===== config.mk =====
export PLATFORM = sky130hd
export DESIGN_NAME = lcd_window_pixel_streamer_flat
export DESIGN_NICKNAME = d
export VERILOG_FILES = /design/src/lwps_pkg.sv /design/src/lwps_if.sv /design/src/lcd_window_pixel_streamer.sv /design/src/lwps_front.sv /design/src/lwps_queue.sv /design/src/lwps_back.sv /design/src/flat_wrapper.sv
export SDC_FILE = /design/constraint.sdc
export NUM_CORES = 1
export LEC_CHECK = 0
export ABC_AREA = 1
export BUFFER_PORTS_ARGS = -buffer_cell sky130_fd_sc_hd__buf_2
export CORE_MARGIN = 1.5
export CORE_UTILIZATION = 60
export CTS_BUF_LIST = sky130_fd_sc_hd__clkbuf_8
export DETAILED_ROUTE_END_ITERATION = 10
export GPL_TIMING_DRIVEN = 0
export PLACE_DENSITY_LB_ADDON = 0.25
export SETUP_SLACK_MARGIN = 0.2
export SYNTH_ARGS = -nofsm -noshare
export SYNTH_HDL_FRONTEND = slang
export SYNTH_HIERARCHICAL = 1
export SYNTH_SLANG_ARGS = --single-unit

===== constraint.sdc =====
create_clock -name clk -period 19.3 [get_ports clk]
set_input_delay 3.86 -clock clk [delete_from_list [all_inputs] [get_ports clk]]
set_output_delay 3.86 -clock clk [all_outputs]
set_load 0.02 [all_outputs]

===== src/lwps_pkg.sv =====
// ----------------------------------------------------------------------------
// lwps_pkg
// Shared types, codes and the RGB565 conversion of the LCD window streamer.
// ----------------------------------------------------------------------------
package lwps_pkg;

	// panel geometry defaults
	localparam int unsigned PANEL_LONG_DEFAULT  = 161;
	localparam int unsigned PANEL_SHORT_DEFAULT = 130;

	// address offsets per orientation
	localparam logic [8:0] COL_OFFSET_PORTRAIT  = 9'd2;
	localparam logic [8:0] ROW_OFFSET_PORTRAIT  = 9'd1;
	localparam logic [8:0] COL_OFFSET_LANDSCAPE = 9'd1;
	localparam logic [8:0] ROW_OFFSET_LANDSCAPE = 9'd2;

	// panel opcodes
	localparam logic [7:0] OP_COLUMN_SET   = 8'h2A;
	localparam logic [7:0] OP_ROW_SET      = 8'h2B;
	localparam logic [7:0] OP_MEMORY_WRITE = 8'h2C;

	// input command codes
	localparam logic CMD_START = 1'b0;
	localparam logic CMD_PIXEL = 1'b1;

	// configuration register indexes
	localparam logic [2:0] REG_ORIENTATION   = 3'd0;
	localparam logic [2:0] REG_WINDOW_X      = 3'd1;
	localparam logic [2:0] REG_WINDOW_Y      = 3'd2;
	localparam logic [2:0] REG_WINDOW_WIDTH  = 3'd3;
	localparam logic [2:0] REG_WINDOW_HEIGHT = 3'd4;
	localparam logic [2:0] REG_PIXEL_FORMAT  = 3'd5;
	localparam logic [2:0] REG_FORE_COLOUR   = 3'd6;
	localparam logic [2:0] REG_BACK_COLOUR   = 3'd7;

	localparam int unsigned CFG_INDEX_W = 3;
	localparam int unsigned CFG_DATA_W  = 16;

	// descriptor queue depth
	localparam int unsigned QUEUE_DEPTH = 4;
	localparam int unsigned QUEUE_PTR_W = $clog2(QUEUE_DEPTH);

	// last byte index of a start sequence and of a pixel
	localparam logic [3:0] START_LAST_IDX = 4'd10;
	localparam logic [3:0] PIXEL_LAST_IDX = 4'd1;

	typedef enum logic [1:0] {
		FMT_RGB565 = 2'd0,
		FMT_GREY8  = 2'd1,
		FMT_RGB888 = 2'd2,
		FMT_MASK   = 2'd3
	} pixel_format_t;

	typedef enum logic {
		KIND_START = 1'b0,
		KIND_PIXEL = 1'b1
	} item_kind_t;

	// one queued unit of work for the byte emitter
	// start: arg = {x0, x_end, y0, y_end}; pixel: arg[15:0] = colour
	typedef struct packed {
		item_kind_t  kind;
		logic [31:0] arg;
	} desc_t;

	function automatic logic [15:0] to_rgb565(
		input pixel_format_t fmt,
		input logic [23:0]   p,
		input logic [15:0]   fore,
		input logic [15:0]   back
	);
		logic [15:0] c;
		case (fmt)
			FMT_RGB565: c = p[15:0];
			FMT_GREY8:  c = {p[7:3], p[7:2], p[7:3]};
			FMT_RGB888: c = {p[23:19], p[15:10], p[7:3]};
			FMT_MASK:   c = p[0] ? fore : back;
			default:    c = p[15:0];
		endcase
		return c;
	endfunction

endpackage


===== src/lwps_if.sv =====
// ----------------------------------------------------------------------------
// lwps interfaces
// Valid/ready channels for pixel items, panel bytes and register writes.
// ----------------------------------------------------------------------------
interface lwps_in_if;
	logic        valid;
	logic        ready;
	logic        cmd;
	logic [23:0] pixel_value;

	modport source (output valid, output cmd, output pixel_value, input ready);
	modport sink (input valid, input cmd, input pixel_value, output ready);
endinterface

interface lwps_out_if;
	logic       valid;
	logic       ready;
	logic [7:0] out_byte;
	logic       is_data;
	logic       last;

	modport source (output valid, output out_byte, output is_data, output last, input ready);
	modport sink (input valid, input out_byte, input is_data, input last, output ready);
endinterface

interface lwps_cfg_if;
	logic        valid;
	logic        ready;
	logic [2:0]  index;
	logic [15:0] data;

	modport source (output valid, output index, output data, input ready);
	modport sink (input valid, input index, input data, output ready);
endinterface


===== src/lcd_window_pixel_streamer.sv =====
// ----------------------------------------------------------------------------
// lcd_window_pixel_streamer
// Window and pixel stream to command/data bytes of a small RGB565 SPI panel.
// ----------------------------------------------------------------------------
// The pixels channel takes one transaction per cycle as long as the 4-entry
// descriptor queue has room; a start transaction is classified at once and, when
// its origin lies on the panel, expands to 11 bytes (column-set, row-set and
// memory-write with their address bytes), while every pixel that falls inside
// the clipped window expands to two data bytes, high byte first. The byte side
// emits one byte per cycle from its output register while the bytes channel is
// ready; that output register is what sets the sustained rate. A byte reaches
// the bytes channel only after its transaction has passed the descriptor queue
// and the output register. Dropped pixels and off-panel starts are taken from
// the pixels channel but produce nothing. Register writes are always taken and
// are meant to happen while the block is idle.
module lcd_window_pixel_streamer #(
	parameter int unsigned PANEL_LONG_SIDE  = lwps_pkg::PANEL_LONG_DEFAULT,
	parameter int unsigned PANEL_SHORT_SIDE = lwps_pkg::PANEL_SHORT_DEFAULT
) (
	input  logic        clk,
	input  logic        arst_n,
	lwps_in_if.sink     pixels,
	lwps_out_if.source  bytes,
	lwps_cfg_if.sink    cfg
);
	import lwps_pkg::*;

	// front to queue
	logic  q_push;
	desc_t q_desc;
	logic  q_full;

	// queue to back
	desc_t q_head;
	logic  q_empty;
	logic  q_pop;

	// classifier: registers, window state, conversion to RGB565
	lwps_front #(
		.PANEL_LONG_SIDE  (PANEL_LONG_SIDE),
		.PANEL_SHORT_SIDE (PANEL_SHORT_SIDE)
	) u_front (
		.clk    (clk),
		.arst_n (arst_n),
		.pixels (pixels),
		.cfg    (cfg),
		.q_full (q_full),
		.q_push (q_push),
		.q_desc (q_desc)
	);

	// decouples item acceptance from byte emission
	lwps_queue u_queue (
		.clk       (clk),
		.arst_n    (arst_n),
		.push      (q_push),
		.push_desc (q_desc),
		.pop       (q_pop),
		.head      (q_head),
		.full      (q_full),
		.empty     (q_empty)
	);

	// byte sequencer with output register
	lwps_back u_back (
		.clk    (clk),
		.arst_n (arst_n),
		.head   (q_head),
		.empty  (q_empty),
		.pop    (q_pop),
		.bytes  (bytes)
	);

endmodule


===== src/lwps_front.sv =====
// ----------------------------------------------------------------------------
// lwps_front
// Register file, window tracking and item classification; pushes descriptors.
// ----------------------------------------------------------------------------
module lwps_front #(
	parameter int unsigned PANEL_LONG_SIDE  = lwps_pkg::PANEL_LONG_DEFAULT,
	parameter int unsigned PANEL_SHORT_SIDE = lwps_pkg::PANEL_SHORT_DEFAULT
) (
	input  logic              clk,
	input  logic              arst_n,
	lwps_in_if.sink           pixels,
	lwps_cfg_if.sink          cfg,
	input  logic              q_full,
	output logic              q_push,
	output lwps_pkg::desc_t   q_desc
);
	import lwps_pkg::*;

	logic [1:0]    orientation_q;
	logic [7:0]    window_x_q;
	logic [7:0]    window_y_q;
	logic [7:0]    window_width_q;
	logic [7:0]    window_height_q;
	pixel_format_t pixel_format_q;
	logic [15:0]   fore_colour_q;
	logic [15:0]   back_colour_q;

	logic        active_q;
	logic [7:0]  visible_q;
	logic [7:0]  column_q;
	logic [15:0] count_q;

	logic        portrait;
	logic [7:0]  pw, ph;
	logic [8:0]  x0, y0;
	logic [9:0]  lim;
	logic [7:0]  vis;
	logic        on_panel;
	logic [15:0] area;
	logic        in_window;
	logic        send_pixel;
	logic [8:0]  column_inc;
	logic        accept;

	assign cfg.ready    = 1'b1;
	assign pixels.ready = !q_full;
	assign accept       = pixels.valid && pixels.ready;

	always_comb begin
		portrait  = !orientation_q[0];
		pw        = portrait ? 8'(PANEL_SHORT_SIDE) : 8'(PANEL_LONG_SIDE);
		ph        = portrait ? 8'(PANEL_LONG_SIDE) : 8'(PANEL_SHORT_SIDE);
		x0        = {1'b0, window_x_q}
		          + (portrait ? COL_OFFSET_PORTRAIT : COL_OFFSET_LANDSCAPE);
		y0        = {1'b0, window_y_q}
		          + (portrait ? ROW_OFFSET_PORTRAIT : ROW_OFFSET_LANDSCAPE);
		on_panel  = (x0 < {1'b0, pw}) && (y0 < {1'b0, ph});
		lim       = {2'b0, pw} - {2'b0, window_x_q}
		          + {1'b0, (portrait ? COL_OFFSET_PORTRAIT : COL_OFFSET_LANDSCAPE)};
		vis       = ({2'b0, window_width_q} < lim) ? window_width_q : lim[7:0];
		area      = {8'b0, window_width_q} * {8'b0, window_height_q};
		in_window = active_q && (count_q < area);
		send_pixel = in_window && (column_q < visible_q);
		column_inc = {1'b0, column_q} + 9'd1;
	end

	always_comb begin
		q_desc.kind = KIND_PIXEL;
		q_desc.arg  = '0;
		q_push      = 1'b0;
		if (pixels.cmd == CMD_START) begin
			q_desc.kind = KIND_START;
			q_desc.arg  = {x0[7:0], 8'(x0[7:0] + window_width_q + 8'hFF),
			               y0[7:0], 8'(y0[7:0] + window_height_q + 8'hFF)};
			q_push      = accept && on_panel;
		end else begin
			q_desc.arg  = {16'b0, to_rgb565(pixel_format_q, pixels.pixel_value,
			                                fore_colour_q, back_colour_q)};
			q_push      = accept && send_pixel;
		end
	end

	always_ff @(posedge clk or negedge arst_n) begin
		if (!arst_n) begin
			orientation_q   <= '0;
			window_x_q      <= '0;
			window_y_q      <= '0;
			window_width_q  <= 8'd130;
			window_height_q <= 8'd161;
			pixel_format_q  <= FMT_RGB565;
			fore_colour_q   <= 16'hFFFF;
			back_colour_q   <= '0;
		end else if (cfg.valid && cfg.ready) begin
			case (cfg.index)
				REG_ORIENTATION:   orientation_q   <= cfg.data[1:0];
				REG_WINDOW_X:      window_x_q      <= cfg.data[7:0];
				REG_WINDOW_Y:      window_y_q      <= cfg.data[7:0];
				REG_WINDOW_WIDTH:  window_width_q  <= cfg.data[7:0];
				REG_WINDOW_HEIGHT: window_height_q <= cfg.data[7:0];
				REG_PIXEL_FORMAT:  pixel_format_q  <= pixel_format_t'(cfg.data[1:0]);
				REG_FORE_COLOUR:   fore_colour_q   <= cfg.data;
				REG_BACK_COLOUR:   back_colour_q   <= cfg.data;
				default: ;
			endcase
		end
	end

	always_ff @(posedge clk or negedge arst_n) begin
		if (!arst_n) begin
			active_q  <= 1'b0;
			visible_q <= '0;
			column_q  <= '0;
			count_q   <= '0;
		end else if (accept) begin
			if (pixels.cmd == CMD_START) begin
				active_q  <= on_panel;
				visible_q <= on_panel ? vis : 8'd0;
				column_q  <= '0;
				count_q   <= '0;
			end else if (in_window) begin
				count_q  <= count_q + 16'd1;
				column_q <= (column_inc >= {1'b0, window_width_q}) ? 8'd0 : column_inc[7:0];
			end
		end
	end

endmodule


===== src/lwps_queue.sv =====
// ----------------------------------------------------------------------------
// lwps_queue
// Small show-ahead descriptor queue between classifier and byte emitter.
// ----------------------------------------------------------------------------
module lwps_queue (
	input  logic            clk,
	input  logic            arst_n,
	input  logic            push,
	input  lwps_pkg::desc_t push_desc,
	input  logic            pop,
	output lwps_pkg::desc_t head,
	output logic            full,
	output logic            empty
);
	import lwps_pkg::*;

	desc_t                  entry_q [QUEUE_DEPTH];
	logic [QUEUE_PTR_W-1:0] wr_ptr_q;
	logic [QUEUE_PTR_W-1:0] rd_ptr_q;
	logic [QUEUE_PTR_W:0]   fill_q;

	assign full  = (fill_q == (QUEUE_PTR_W+1)'(QUEUE_DEPTH));
	assign empty = (fill_q == '0);
	assign head  = entry_q[rd_ptr_q];

	always_ff @(posedge clk) begin
		if (push) begin
			entry_q[wr_ptr_q] <= push_desc;
		end
	end

	always_ff @(posedge clk or negedge arst_n) begin
		if (!arst_n) begin
			wr_ptr_q <= '0;
			rd_ptr_q <= '0;
			fill_q   <= '0;
		end else begin
			if (push) begin
				wr_ptr_q <= wr_ptr_q + 1'b1;
			end
			if (pop) begin
				rd_ptr_q <= rd_ptr_q + 1'b1;
			end
			if (push && !pop) begin
				fill_q <= fill_q + 1'b1;
			end else if (pop && !push) begin
				fill_q <= fill_q - 1'b1;
			end
		end
	end

endmodule


===== src/lwps_back.sv =====
// ----------------------------------------------------------------------------
// lwps_back
// Expands queued descriptors into panel bytes through an output register.
// ----------------------------------------------------------------------------
module lwps_back (
	input  logic            clk,
	input  logic            arst_n,
	input  lwps_pkg::desc_t head,
	input  logic            empty,
	output logic            pop,
	lwps_out_if.source      bytes
);
	import lwps_pkg::*;

	logic [3:0] idx_q;
	logic       valid_q;
	logic [7:0] byte_q;
	logic       data_q;
	logic       last_q;

	logic [7:0] sel_byte;
	logic       sel_data;
	logic       sel_last;
	logic       advance;

	assign bytes.valid    = valid_q;
	assign bytes.out_byte = byte_q;
	assign bytes.is_data  = data_q;
	assign bytes.last     = last_q;

	assign advance = !empty && (!valid_q || bytes.ready);
	assign pop     = advance && sel_last;

	always_comb begin
		sel_byte = '0;
		sel_data = 1'b1;
		sel_last = 1'b0;
		if (head.kind == KIND_PIXEL) begin
			sel_byte = (idx_q == PIXEL_LAST_IDX) ? head.arg[7:0] : head.arg[15:8];
			sel_last = (idx_q == PIXEL_LAST_IDX);
		end else begin
			case (idx_q)
				4'd0: begin
					sel_byte = OP_COLUMN_SET;
					sel_data = 1'b0;
				end
				4'd2: sel_byte = head.arg[31:24];
				4'd4: sel_byte = head.arg[23:16];
				4'd5: begin
					sel_byte = OP_ROW_SET;
					sel_data = 1'b0;
				end
				4'd7: sel_byte = head.arg[15:8];
				4'd9: sel_byte = head.arg[7:0];
				START_LAST_IDX: begin
					sel_byte = OP_MEMORY_WRITE;
					sel_data = 1'b0;
					sel_last = 1'b1;
				end
				default: sel_byte = '0;
			endcase
		end
	end

	always_ff @(posedge clk or negedge arst_n) begin
		if (!arst_n) begin
			valid_q <= 1'b0;
			idx_q   <= '0;
		end else if (advance) begin
			valid_q <= 1'b1;
			idx_q   <= sel_last ? 4'd0 : idx_q + 4'd1;
		end else if (bytes.ready) begin
			valid_q <= 1'b0;
		end
	end

	always_ff @(posedge clk) begin
		if (advance) begin
			byte_q <= sel_byte;
			data_q <= sel_data;
			last_q <= sel_last;
		end
	end

endmodule


===== src/flat_wrapper.sv =====
// flat-port wrapper written by rule: the top's interface ports become plain ports
module lcd_window_pixel_streamer_flat import lwps_pkg::*;
#(
	parameter int unsigned PANEL_LONG_SIDE  = lwps_pkg::PANEL_LONG_DEFAULT,
	parameter int unsigned PANEL_SHORT_SIDE = lwps_pkg::PANEL_SHORT_DEFAULT
)
  (clk, arst_n, pixels_valid, pixels_cmd, pixels_pixel_value, pixels_ready, bytes_valid, bytes_out_byte, bytes_is_data, bytes_last, bytes_ready, cfg_valid, cfg_index, cfg_data, cfg_ready);
  lwps_in_if pixels_i ();
  lwps_out_if bytes_i ();
  lwps_cfg_if cfg_i ();
  input  logic clk;
  input  logic arst_n;
  input wire logic [$bits(pixels_i.valid)-1:0] pixels_valid;
  input wire logic [$bits(pixels_i.cmd)-1:0] pixels_cmd;
  input wire logic [$bits(pixels_i.pixel_value)-1:0] pixels_pixel_value;
  output wire logic [$bits(pixels_i.ready)-1:0] pixels_ready;
  output wire logic [$bits(bytes_i.valid)-1:0] bytes_valid;
  output wire logic [$bits(bytes_i.out_byte)-1:0] bytes_out_byte;
  output wire logic [$bits(bytes_i.is_data)-1:0] bytes_is_data;
  output wire logic [$bits(bytes_i.last)-1:0] bytes_last;
  input wire logic [$bits(bytes_i.ready)-1:0] bytes_ready;
  input wire logic [$bits(cfg_i.valid)-1:0] cfg_valid;
  input wire logic [$bits(cfg_i.index)-1:0] cfg_index;
  input wire logic [$bits(cfg_i.data)-1:0] cfg_data;
  output wire logic [$bits(cfg_i.ready)-1:0] cfg_ready;
  assign pixels_i.valid = pixels_valid;
  assign pixels_i.cmd = pixels_cmd;
  assign pixels_i.pixel_value = pixels_pixel_value;
  assign pixels_ready = pixels_i.ready;
  assign bytes_valid = bytes_i.valid;
  assign bytes_out_byte = bytes_i.out_byte;
  assign bytes_is_data = bytes_i.is_data;
  assign bytes_last = bytes_i.last;
  assign bytes_i.ready = bytes_ready;
  assign cfg_i.valid = cfg_valid;
  assign cfg_i.index = cfg_index;
  assign cfg_i.data = cfg_data;
  assign cfg_ready = cfg_i.ready;
  lcd_window_pixel_streamer #(.PANEL_LONG_SIDE(PANEL_LONG_SIDE), .PANEL_SHORT_SIDE(PANEL_SHORT_SIDE)) u_core (.clk(clk), .arst_n(arst_n), .pixels(pixels_i), .bytes(bytes_i), .cfg(cfg_i));
endmodule

# Word-level counts from Yosys, hierarchy flattened
# Memories as Yosys holds them, arrays and structs flattened.
# Cells that the tools add are included.
word_totals:
  ramBits: 132
  n_memories: 1
  in_bits: 49
  ff_bits: 122
classes:
  addsub: 15
  n_mul: 1
  eq_ne: 19
  mux: 29
  n_bitwise: 1
  n_reduce_logical: 33
  n_lt_le_gt_ge: 6
mem_list:
  columns: ["memory", "words", "width", "read_ports", "rd_clocked_by_memory_dff", "wr", "line_no", "text"]
  rows:
  - ["u_core.u_queue.entry_q", 4, 33, 1, 0, 1, "lwps_queue.sv:17", "desc_t entry_q [QUEUE_DEPTH];"]
ops:
  columns: ["op", "count"]
  rows:
  - ["one-hot mux 16 bit (4 select lines)", 1]
  - ["two-way mux 8 bit", 7]
  - ["one-hot mux 8 bit (7 select lines)", 1]
  - ["two-way mux 16 bit", 3]
  - ["two-way mux 32 bit", 1]
  - ["AND reduction 2 bit", 10]
  - ["< comparator 9 x 8 -> 1 bit", 2]
  - ["adder 16 x 1 -> 16 bit (second input constant)", 1]
  - ["adder 8 bit", 2]
  - ["adder 8 bit (second input constant)", 2]
  - ["< comparator 16 bit", 1]
  - ["multiplier 8 x 8 -> 16 bit", 1]
  - ["== test 3 bit (second input constant)", 5]
  - ["== test 4 x 3 -> 1 bit (second input constant)", 3]
  - ["two-way mux 6 bit", 2]
  - ["adder 9 x 3 -> 10 bit", 1]
  - ["logical AND 1 bit", 10]
  - ["< comparator 8 x 10 -> 1 bit", 1]
  - ["adder 8 x 1 -> 9 bit (second input constant)", 1]
  - ["adder 8 x 2 -> 9 bit", 1]
  - ["adder 8 x 9 -> 9 bit", 1]
  - ["greater-or-equal comparator 9 x 8 -> 1 bit", 1]
  - ["two-way mux 1 bit", 9]
  - ["subtractor 8 x 8 -> 9 bit", 1]
  - ["other kinds (24)", 36]

# Logic depth before layout (Yosys ltp)
# Gate-level depths: netlist (run 1).
depth:
  word_depth: 10
  ltp_mapped: 35
  ltp_nobuf: 34

# Cells and area by module
# Netlist (run 1), hierarchy kept.
modules_own_cells:
  columns: ["module", "seq_area_each_um2", "cells_per_inst", "area_per_inst_um2", "n_inst"]
  rows:
  - ["lwps_front", 2528.7, 1384, 10098.4, 1]
  - ["lwps_queue", 4139.0, 433, 5883.1, 1]
  - ["lwps_back", 425.4, 176, 1221.2, 1]

# Worst setup path after synthesis (run 1)
# No wires, ideal clock.
synth_timing:
  path_type: "flip-flop to flip-flop"
  start: "register u_core.u_front.window_height_q[7]"
  end: "memory u_core/u_queue/entry_q[0][0] (netlist bit), enable pin"
  slack_ns: 12.730
  arrival_ns: 6.183
  synth_period_minus_slack_ns: 6.570
  path_stages_with_launch: 29
  path_cell_list: "dfstp_2 > clkbuf_1 > nand2_1 > fa_1 > fa_1 > inv_1 > fa_1 > inv_1 > fa_1 > inv_1 > ha_1 > inv_1 > nor3_1 > a21oi_1 > o21ai_0 > xnor2_1 > ha_1 > a21oi_1 > nor2_1 > o21ai_0 > nand2_1 > nor2_1 > nand2_2 > nor2_1 > nand2_1 > nand2_1 > clkbuf_1 > nand2_1 > inv_1"
synth_between:
  elab_chain_len: 8
synth_rtl:
  columns: ["item", "line_no", "text"]
  rows:
  - ["start: declaration", "lwps_front.sv:23", "logic [7:0] window_height_q;"]
  - ["start signal: assignment", "lwps_front.sv:99", "REG_WINDOW_HEIGHT: window_height_q <= cfg.data[7:0];"]
  - ["multiplier 8 x 8 -> 16 bit", "lwps_front.sv:61", "area = {8'b0, window_width_q} * {8'b0, window_height_q};"]
  - ["< comparator 16 bit", "lwps_front.sv:62", "in_window = active_q && (count_q < area);"]
  - ["logical AND 1 bit", "lwps_front.sv:62", null]
  - ["logical AND 1 bit", "lwps_front.sv:63", "send_pixel = in_window && (column_q < visible_q);"]
  - ["logical AND 1 bit", "lwps_front.sv:79", "q_push = accept && send_pixel;"]
  - ["two-way mux 1 bit", "lwps_front.sv:71", "if (pixels.cmd == CMD_START) begin"]
  - ["named net u_core.q_push", "lcd_window_pixel_streamer.sv:29", "logic q_push;"]
  - ["two-way mux 1 bit", "lwps_queue.sv:27", "if (push) begin"]
  - ["two-way mux 1 bit (implied by the code)", "lwps_queue.sv:28", "entry_q[wr_ptr_q] <= push_desc;"]
  - ["end: declaration", "lwps_queue.sv:17", null]
# The timed path passes the listed nets, and every way through them passes these cells.

# Worst setup path in the final report (run 1)
layout_timing:
  start: "register u_core.u_front.window_width_q[1]"
  end: "memory u_core/u_queue/entry_q[3][13] (netlist bit), enable pin"
layout_between:
  elab_chain_len: 8
layout_rtl:
  columns: ["item", "line_no", "text"]
  rows:
  - ["start: declaration", "lwps_front.sv:22", "logic [7:0] window_width_q;"]
  - ["start signal: assignment", "lwps_front.sv:98", "REG_WINDOW_WIDTH: window_width_q <= cfg.data[7:0];"]
  - ["multiplier 8 x 8 -> 16 bit", "lwps_front.sv:61", null]
  - ["< comparator 16 bit", "lwps_front.sv:62", null]
  - ["logical AND 1 bit", "lwps_front.sv:62", null]
  - ["logical AND 1 bit", "lwps_front.sv:63", null]
  - ["logical AND 1 bit", "lwps_front.sv:79", null]
  - ["two-way mux 1 bit", "lwps_front.sv:71", null]
  - ["named net u_core.q_push", "lcd_window_pixel_streamer.sv:29", null]
  - ["two-way mux 1 bit", "lwps_queue.sv:27", null]
  - ["two-way mux 1 bit (implied by the code)", "lwps_queue.sv:28", null]
# The timed path passes the listed nets, and every way through them passes these cells.

==> results by group, run 1 <==
Route
  • Residual DRC: 0
  • Met3 wire len: around 2200 microns
  • DR iter-0 viols: approximately 1100
  • Wire per inst: 16.7 microns
  • Length of the first detailed-routing pass in iterations: 5
  • Met1 Wirelength: ~17000 microns
  • Antenna viol nets, final: 0
  • Met2 routed WL: ~21000 microns
  • Vias: 13700
  • Total Wirelength: 41900 microns
  • Max Used Layer: met4
  • DR vias/cell: around 5.5

Critical path
  • CP max stage delay: 0.65 ns
  • CP most frequent cell: nand2_1
  • Reg2Reg Depth: 28
  • FF-to-FF End: u_core/u_queue/entry_q[3][13]
  • Worst-path cell with the longest stage delay: inv_2
  • Critical Path Start Type: flip-flop
  • Data arrival, critical path: around 8.0 ns
  • Crit Path Class: reg -> reg
  • Critical path capture point type: flip-flop
  • Worst path required time: slightly below 20 ns
  • Reg2Reg Launch Point: u_core/u_front/window_width_q[1]
  • Critical path buffers and inverters: 7
  • Worst R2R Setup Slack: around 11 ns
  • Kind of cell adding the most delay to the critical path: adder cells
  • CP Max Fanout: 33

Placement
  • Dpl ws: 11.59 ns
  • Gpl congestion: 0.968
  • Dpl hpwl: roughly 31000 microns
  • Port bufs: 56
  • Placed cell count: between 2000 and 2500
  • DP Area: about 18000 sq um

Die
  • Initial core utilization: between 60% and 70%
  • Num ports: 62
  • Die X: around 170 microns
  • Cell Rows: between 60 and 70
  • Die area: 29700 sq um
  • Die H: 172 microns
  • Area of the core: about 28000 sq um

GRT
  • Congestion Overflow GR: 0
  • First-pass GRT wire length: between 60000 and 70000 microns
  • Largest net degree at the start of global routing: 89
  • GR Util All Layers: between 20% and 30%
  • Initial antenna violation count: 2
  • Vias in the first global route: about 13000

Clock network
  • Post-CTS Resized: 0
  • CTS root buffer: clkbuf_8
  • Clock sinks: 254
  • CTS Hold Bufs: 0
  • Skew-Pair Late Insertion Delay: around 0.57 ns
  • Clock Path Buffers: 3
  • H-tree lvl count: 2
  • Cts bufs inserted: 42
  • # Post-CTS Setup Buffers: 0
  • Worst-path clk slew: 0.06 ns
  • CTS tree: yes

Synthesis
  • Gate count of the mapped netlist: 1993
  • Mean Syn Cell Area: between 8 and 9 sq um
  • Yosys reg bits: about 250
  • Seq/Total Area, Yosys: around 41%
  • Post-synth top flop: edfxtp_1
  • Mapped Nets: roughly 2200
  • Mapped Area: approximately 17000 sq um
  • EDFF count, synth: 142
  • Asr flop ratio synth: ~44%
  • Yosys warnings: 6
  • Yosys cell types: 56

Timing
  • Final setup viols: 0
  • Worst Max-Slew Pin Slew: ~0.88 ns
  • RSZ-0062 raised after global routing: false
  • Final Max Slew Viols: 0
  • Crit share post-route: about two fifths
  • Max Freq: around 130 MHz
  • Slew headroom: about two fifths
  • Crit path time final: about 7.9 ns
  • Hold Worst Slack: between 0.4 and 0.5 ns
  • Setup TNS: 0 ns
  • Final worst slack: 11.44 ns
  • Final Hold Fails: 0
  • Setup Skew: 0.0245 ns

Worst hold path
  • Min-delay src: u_core/u_front/visible_q[3]
  • Hold Crit Endpoint: u_core/u_front/visible_q[3]
  • Worst Hold Class: reg -> reg
  • WHS Path Cells: 2

Pwr
  • Power Dens Cells: about 140 nW/um^2
  • P_leak: 9.41 nW
  • Maximum VDD drop: slightly below 0.08 mV
  • Design Power: between 2 and 3 mW

Flow run
  • Max Cap Viol: 0

Cells and area
  • Area delta synth->final: 9.75%
  • Non-filler cells in the finished layout: approximately 2500
  • Final design utilization: roughly two thirds
  • Finished Cell Area: ~19000 sq um
  • Share of layout cells above drive strength 1: 14.1%
  • Final nets: between 2000 and 2500

Run status
  • Status: complete, no violations
-- cell usage after synthesis, types with 4 or more instances --
| library cell | n | share of area (%) |
|---|---|---|
| nand2_4 | 5 | 0.33 |
| dfrtp_1 | 91 | 13 |
| a21oi_1 | 69 | 2.0 |
| o211ai_2 | 33 | 2.4 |
| inv_1 | 367 | 8.0 |
| nor2_1 | 102 | 2.2 |
| nand3_1 | 78 | 2.3 |
| nand2_2 | 26 | 0.95 |
| o22ai_1 | 4 | 0.15 |
| inv_2 | 9 | 0.20 |
| fa_1 | 43 | 5.0 |
| o21ai_1 | 12 | 0.35 |
| edfxtp_1 | 142 | 25 |
| buf_2 | 20 | 0.58 |
| o211ai_1 | 40 | 1.7 |
| buf_4 | 7 | 0.31 |
| nor2_4 | 5 | 0.33 |
| nand2_1 | 458 | 10 |
| nor3_1 | 22 | 0.64 |
| ha_1 | 123 | 8.9 |
| xnor2_1 | 14 | 0.71 |
| nand3_2 | 11 | 0.64 |
| mux2_2 | 11 | 0.72 |
| nand4_1 | 34 | 1.2 |
| dfstp_2 | 21 | 3.2 |
| nor2_2 | 5 | 0.18 |
| xor2_1 | 34 | 1.7 |
| o21ai_0 | 116 | 3.4 |
| clkbuf_1 | 34 | 0.74 |
| buf_6 | 13 | 0.85 |
-- sequential cells by signal (all words and copies together), names as in the netlist, 16 cells and up --
register and flops:
u_core/u_front/count_q 16, u_core/u_queue/entry_q 132, u_core/u_front/fore_colour_q 16, u_core/u_front/back_colour_q 16
-- how the worst max path moves through the flow --
stage	depth (start not counted)	startpoint	slack [ns]	to
3_5_place_dp	28	u_core/u_front/window_height_q[7]	11.59	u_core/u_queue/entry_q[2][0]
3_3_place_gp	28	u_core/u_front/window_height_q[7]	11.12	u_core/u_queue/entry_q[3][0]
6_report	28	u_core/u_front/window_width_q[1]	11.44	u_core/u_queue/entry_q[3][13]
5_1_grt	28	u_core/u_front/window_width_q[1]	10.99	u_core/u_queue/entry_q[3][0]
4_1_cts	28	u_core/u_front/window_width_q[1]	11.55	u_core/u_queue/entry_q[2][0]
2_1_floorplan	28	u_core/u_front/window_height_q[7]	12.73	u_core/u_queue/entry_q[0][0]
-- placed cells by master (no fill, tap or decap), types with 12 or more instances in the layout --
master | Yosys | layout
nor2_1 | 102 | 102
nand2_1 | 458 | 458
dfrtp_1 | 91 | 91
o211ai_2 | 33 | 33
inv_1 | 367 | 376
nor3_1 | 22 | 22
clkbuf_1 | 34 | 34
xnor2_1 | 14 | 14
clkbuf_8 | 0 | 47
dfstp_2 | 21 | 21
nand4_1 | 34 | 34
a21oi_1 | 69 | 69
o211ai_1 | 40 | 40
nand3_1 | 78 | 78
buf_2 | 20 | 75
xor2_1 | 34 | 34
buf_6 | 13 | 14
ha_1 | 123 | 123
nand2_2 | 26 | 26
o21ai_0 | 116 | 116
edfxtp_1 | 142 | 142
inv_2 | 9 | 13
fa_1 | 43 | 43
o21ai_1 | 12 | 12
-- layer usage --
layer | global-route usage, % | vias up
met4 | 12.7 | 0
met2 | 50.0 | 432
met3 | 3.73 | 100
met5 | 0 | -
li1 | - | 6667
met1 | 36.5 | 6474
-- power breakdown --
part | switching (mW) | internal (mW) | leakage [nW]
clock | 0.217 | 0.279 | 0.508
sequential | 0.0560 | 0.739 | 2.69
combinational | 0.834 | 0.435 | 6.21
total | 1.11 | 1.45 | 9.41
-- logic make-up (layout without fill, tap and decap cells) --
kind of cell,count (synthesis),in the layout,synth area share (%)
flip-flops,254,254,41.2
AND/OR/NAND/NOR,758,758,19.5
multiplexers,11,11,0.720
other,1,3,0.0218
XOR/XNOR,48,48,2.44
AO/OA/AOI/OAI,299,299,11.2
adder cells (fa/ha/maj),166,166,14.0
buffers and inverters,456,590,10.9
-- worst min-delay path, stage by stage (launching register included) --
cell and delay (ns):
dfrtp_1 0.34, nand2_1 0.05, nand2_1 0.05
-- area by class of cell --
class / count / area, sq um
clock inverters: 30 / 239
fillers: 2281 / 9130
clock buffers: 47 / 647
well taps: 378 / 473
inverters: 378 / 1430
flip-flops and latches: 254 / 7090
diodes: 2 / 5.00
plain buffers: 78 / 453
repair buffers: 57 / 314
multi-input cells: 1283 / 8230
Power figures use the tool's default switching activity.
==> inputs of run 2 (changes only) <==
--- a/config.mk
+++ b/config.mk
@@ -5,10 +5,10 @@
 export SDC_FILE = /design/constraint.sdc
 export NUM_CORES = 1
 export LEC_CHECK = 0
-export ABC_AREA = 1
+export ABC_AREA = 0
 export BUFFER_PORTS_ARGS = -buffer_cell sky130_fd_sc_hd__buf_2
 export CORE_MARGIN = 1.5
-export CORE_UTILIZATION = 60
+export CORE_UTILIZATION = 59
 export CTS_BUF_LIST = sky130_fd_sc_hd__clkbuf_8
 export DETAILED_ROUTE_END_ITERATION = 10
 export GPL_TIMING_DRIVEN = 0
==> constraint.sdc (replaced) <==
create_clock -name clk -period 6.55 [get_ports clk]
set_input_delay 1.31 -clock clk [delete_from_list [all_inputs] [get_ports clk]]
set_output_delay 1.31 -clock clk [all_outputs]
set_load 0.02 [all_outputs]
==> run 2 against run 1 <==
  * Clock power rose to 3.1 times the previous value
  * Critical path type unchanged
  * Area after synthesis fell by 7.2%
  * Register-to-register slack got worse by 11 ns
  * First-iteration DRC count did not move
  * Die area fell by 5.5%
  * Via count fell by 16%
  * Combinational power rose to 3.9 times the previous value
==> results by group, run 2 <==
Run status
  • Status: complete, no violations

Placement
  • Placed cell count: around 1800
  • Port bufs: 52
  • Dpl hpwl: ~26000 microns
  • Gpl congestion: just under 1

Die
  • Die H: 168 microns
  • Area of the core: 26700 sq um
  • Num ports: 62
  • Initial core utilization: 59.7%
  • Die X: roughly 170 microns
  • Die area: between 20000 and 30000 sq um
  • Cell Rows: 60

Route
  • Antenna viol nets, final: 0
  • DR iter-0 viols: approximately 1100
  • Total Wirelength: just under 40000 microns
  • Residual DRC: 0
  • Vias: between 10000 and 15000
  • DR vias/cell: 6.03
  • Length of the first detailed-routing pass in iterations: 5
  • Wire per inst: just over 20 microns

Synthesis
  • Top cell type's share of synthesized area: between 20% and 30%
  • Asr flop ratio synth: about 44%
  • Post-synth top flop: edfxtp_1
  • Yosys cell types: 83
  • Yosys top cell by area: edfxtp_1
  • EDFF count, synth: 142
  • Top cells by area, synth: edfxtp_1 (27%), dfrtp_1 (14%), ha_1 (9.6%)
  • Mapped Area: 16000 sq um
  • Seq/Total Area, Yosys: 44.4%
  • Mean Syn Cell Area: 11.6 sq um
  • Mapped Nets: 1587
  • Commonest cells post-synth: edfxtp_1 (142), inv_1 (127), ha_1 (123)
  • Yosys reg bits: about 250
  • Gate count of the mapped netlist: 1372
  • Yosys warnings: 6
  • Count leader, synth: edfxtp_1

Critical path
  • CP Max Fanout: 6
  • Worst-path cell with the longest stage delay: dfstp_2
  • Worst setup startpoint: u_core/u_front/window_width_q[1]
  • CP most frequent cell: xor2_1
  • Worst path required time: approximately 7 ns
  • Kind of cell adding the most delay to the critical path: adder cells
  • CP max stage delay: 0.61 ns
  • Critical Path Start Type: flip-flop
  • Crit Path Class: reg -> reg
  • Data arrival, critical path: around 6.9 ns
  • Reg2Reg Launch Point: u_core/u_front/window_width_q[1]
  • Critical path buffers and inverters: 4
  • Critical path capture point type: flip-flop

Clock network
  • CTS Hold Bufs: 0
  • Clock sinks: about 250
  • CTS tree: yes
  • Cts bufs inserted: 44
  • CTS root buffer: clkbuf_8
  • Skew-Pair Late Insertion Delay: around 0.56 ns
  • Clock Path Buffers: 3
  • H-tree lvl count: 2
  • Worst-path clk slew: approximately 0.060 ns

Cells and area
  • Fillers: just under 2000
  • Most frequent cells in the layout: edfxtp_1 (142), inv_1 (132), ha_1 (114)
  • Area delta synth->final: 16.1%
  • Share of layout cells above drive strength 1: 26.8%
  • Final nets: 1755
  • Commonest non-fill, non-tap cell in the layout: edfxtp_1
  • Max FFs per register: ~130
  • Antenna diodes: 0
  • Non-filler cells in the finished layout: ~1900
  • Register bank with the most flops: u_core/u_queue/entry_q
  • Final design utilization: between 60 and 70%

GRT
  • Vias in the first global route: 11100
  • Congestion Overflow GR: 0
  • First-pass GRT wire length: between 50000 and 60000 microns
  • Largest net degree at the start of global routing: 76
  • GR Util All Layers: roughly 27%
  • Initial antenna violation count: 0

Pwr
  • P_leak: approximately 8 nW
  • Power Dens Cells: 478 nW/um^2
  • Maximum VDD drop: approximately 0.47 mV

Worst hold path
  • Min-delay src: u_core/u_front/visible_q[0]
  • Worst Hold Class: reg -> reg

Timing
  • Max Freq: ~150 MHz
  • Worst Max-Slew Pin Slew: approximately 1.1 ns
  • Setup Skew: approximately 0.029 ns
  • Crit path time final: around 6.5 ns
  • RSZ-0062 raised after global routing: true
  • Slew headroom: 24.1%
  • Crit share post-route: between 90% and 100%
  • Final Hold Fails: 0
  • Final Max Slew Viols: 0
  • Final setup viols: 0

Flow run
  • Max Cap Viol: 0
==> run 2: cell count changes in the layout (fill, tap and decap cells not counted), moves of 24 or more <==
cell	change
nand2_1	-380
inv_1	-244
mux2_2	+63
o21ai_0	-61
nand3_1	-46
buf_4	+44
o211ai_1	-33
mux2i_1	+32
o211ai_2	-32
mux4_2	+29
nand2_2	-24
nand4_1	-24
==> run 2: per-stage QoR <==
step                hold WS, ns  worst slack (ns)  total power, mW  TNS, ns  area (sq um)
floorplan                 0.439             0.169             5.64        0         16100
global placement          0.472            -0.936             6.57  -123.91         16800
detailed placement        0.477            -0.978             6.71  -131.08         16800
CTS                       0.491             0.128             8.49        0         18100
global route              0.509            -0.189             9.46    -2.36         18500
finish                    0.491            0.0814             8.86        0         18500
==> run 2: path summary, 6_finish.rpt <==
| check | endpoint | slack [ns] | cells after the start |
|---|---|---|---|
| min reg2reg | u_core/u_front/visible_q[0] | 0.49 | 2 |
| min | u_core/u_front/visible_q[0] | 0.49 | 2 |
| min in group asynchronous | u_core/u_back/bytes.valid | 0.65 | 1 |
| max | u_core/u_queue/fill_q[2] | 0.08 | 29 |
| max in group asynchronous | u_core/u_front/window_height_q[7] | 5.13 | 2 |
| max reg2reg | u_core/u_queue/fill_q[2] | 0.08 | 29 |
==> run 2: final cells by class <==
cell class                      instances  area [sq um]  area share, %
Multi-Input combinational cell        939          8410           45.3
Sequential cell                       254          7100           38.3
Timing Repair Buffer                  106           746           4.02
Clock buffer                           47           647           3.49
Inverter                              141           592           3.19
Tap cell                              341           427           2.30
Buffer                                 54           344           1.86
Clock inverter                         32           278           1.50
==> run 2: what timing repair did <==
item,4_1_cts,5_1_grt
pin swaps,31,23
gates resized for setup,47,47
buffers inserted,29,22
endpoints found under the setup margin,148,144
gates cloned,4,14
==> run 2: kinds of logic (layout without fill, tap and decap cells) <==
group	count (synthesis)	count (layout)	synth area share [%]
AO/OA/AOI/OAI	231	231	9.39
XOR/XNOR	63	63	3.46
other	1	1	0.0235
multiplexers	141	141	12.2
AND/OR/NAND/NOR	321	337	10.1
flip-flops	254	254	44.4
buffers and inverters	195	380	5.39
adder cells (fa/ha/maj)	166	166	15.0
==> run 2: tightest hold or removal path: cells and delay by family, from the launching register on <==
kind / cells / cell delay [ns]
compound gates: 1 / 0.06
flops: 1 / 0.34
simple gates: 1 / 0.05
==> run 2: report_power, final <==
part	switching (mW)	total, mW	internal (mW)
Sequential	0.175	2.38	2.20
Clock	0.663	1.53	0.865
Combinational	2.78	4.95	2.17
==> run 2: per-layer routing <==
| metal | vias to the layer above | part of all wire, % | global-route usage [%] |
|---|---|---|---|
| li1 | 5293 | - | - |
| met1 | 5721 | 42 | 37.4 |
| met2 | 440 | 49 | 44.9 |
| met3 | 94 | 6.3 | 3.92 |
| met4 | 0 | 3.4 | 8.23 |
| met5 | - | 0 | 0 |
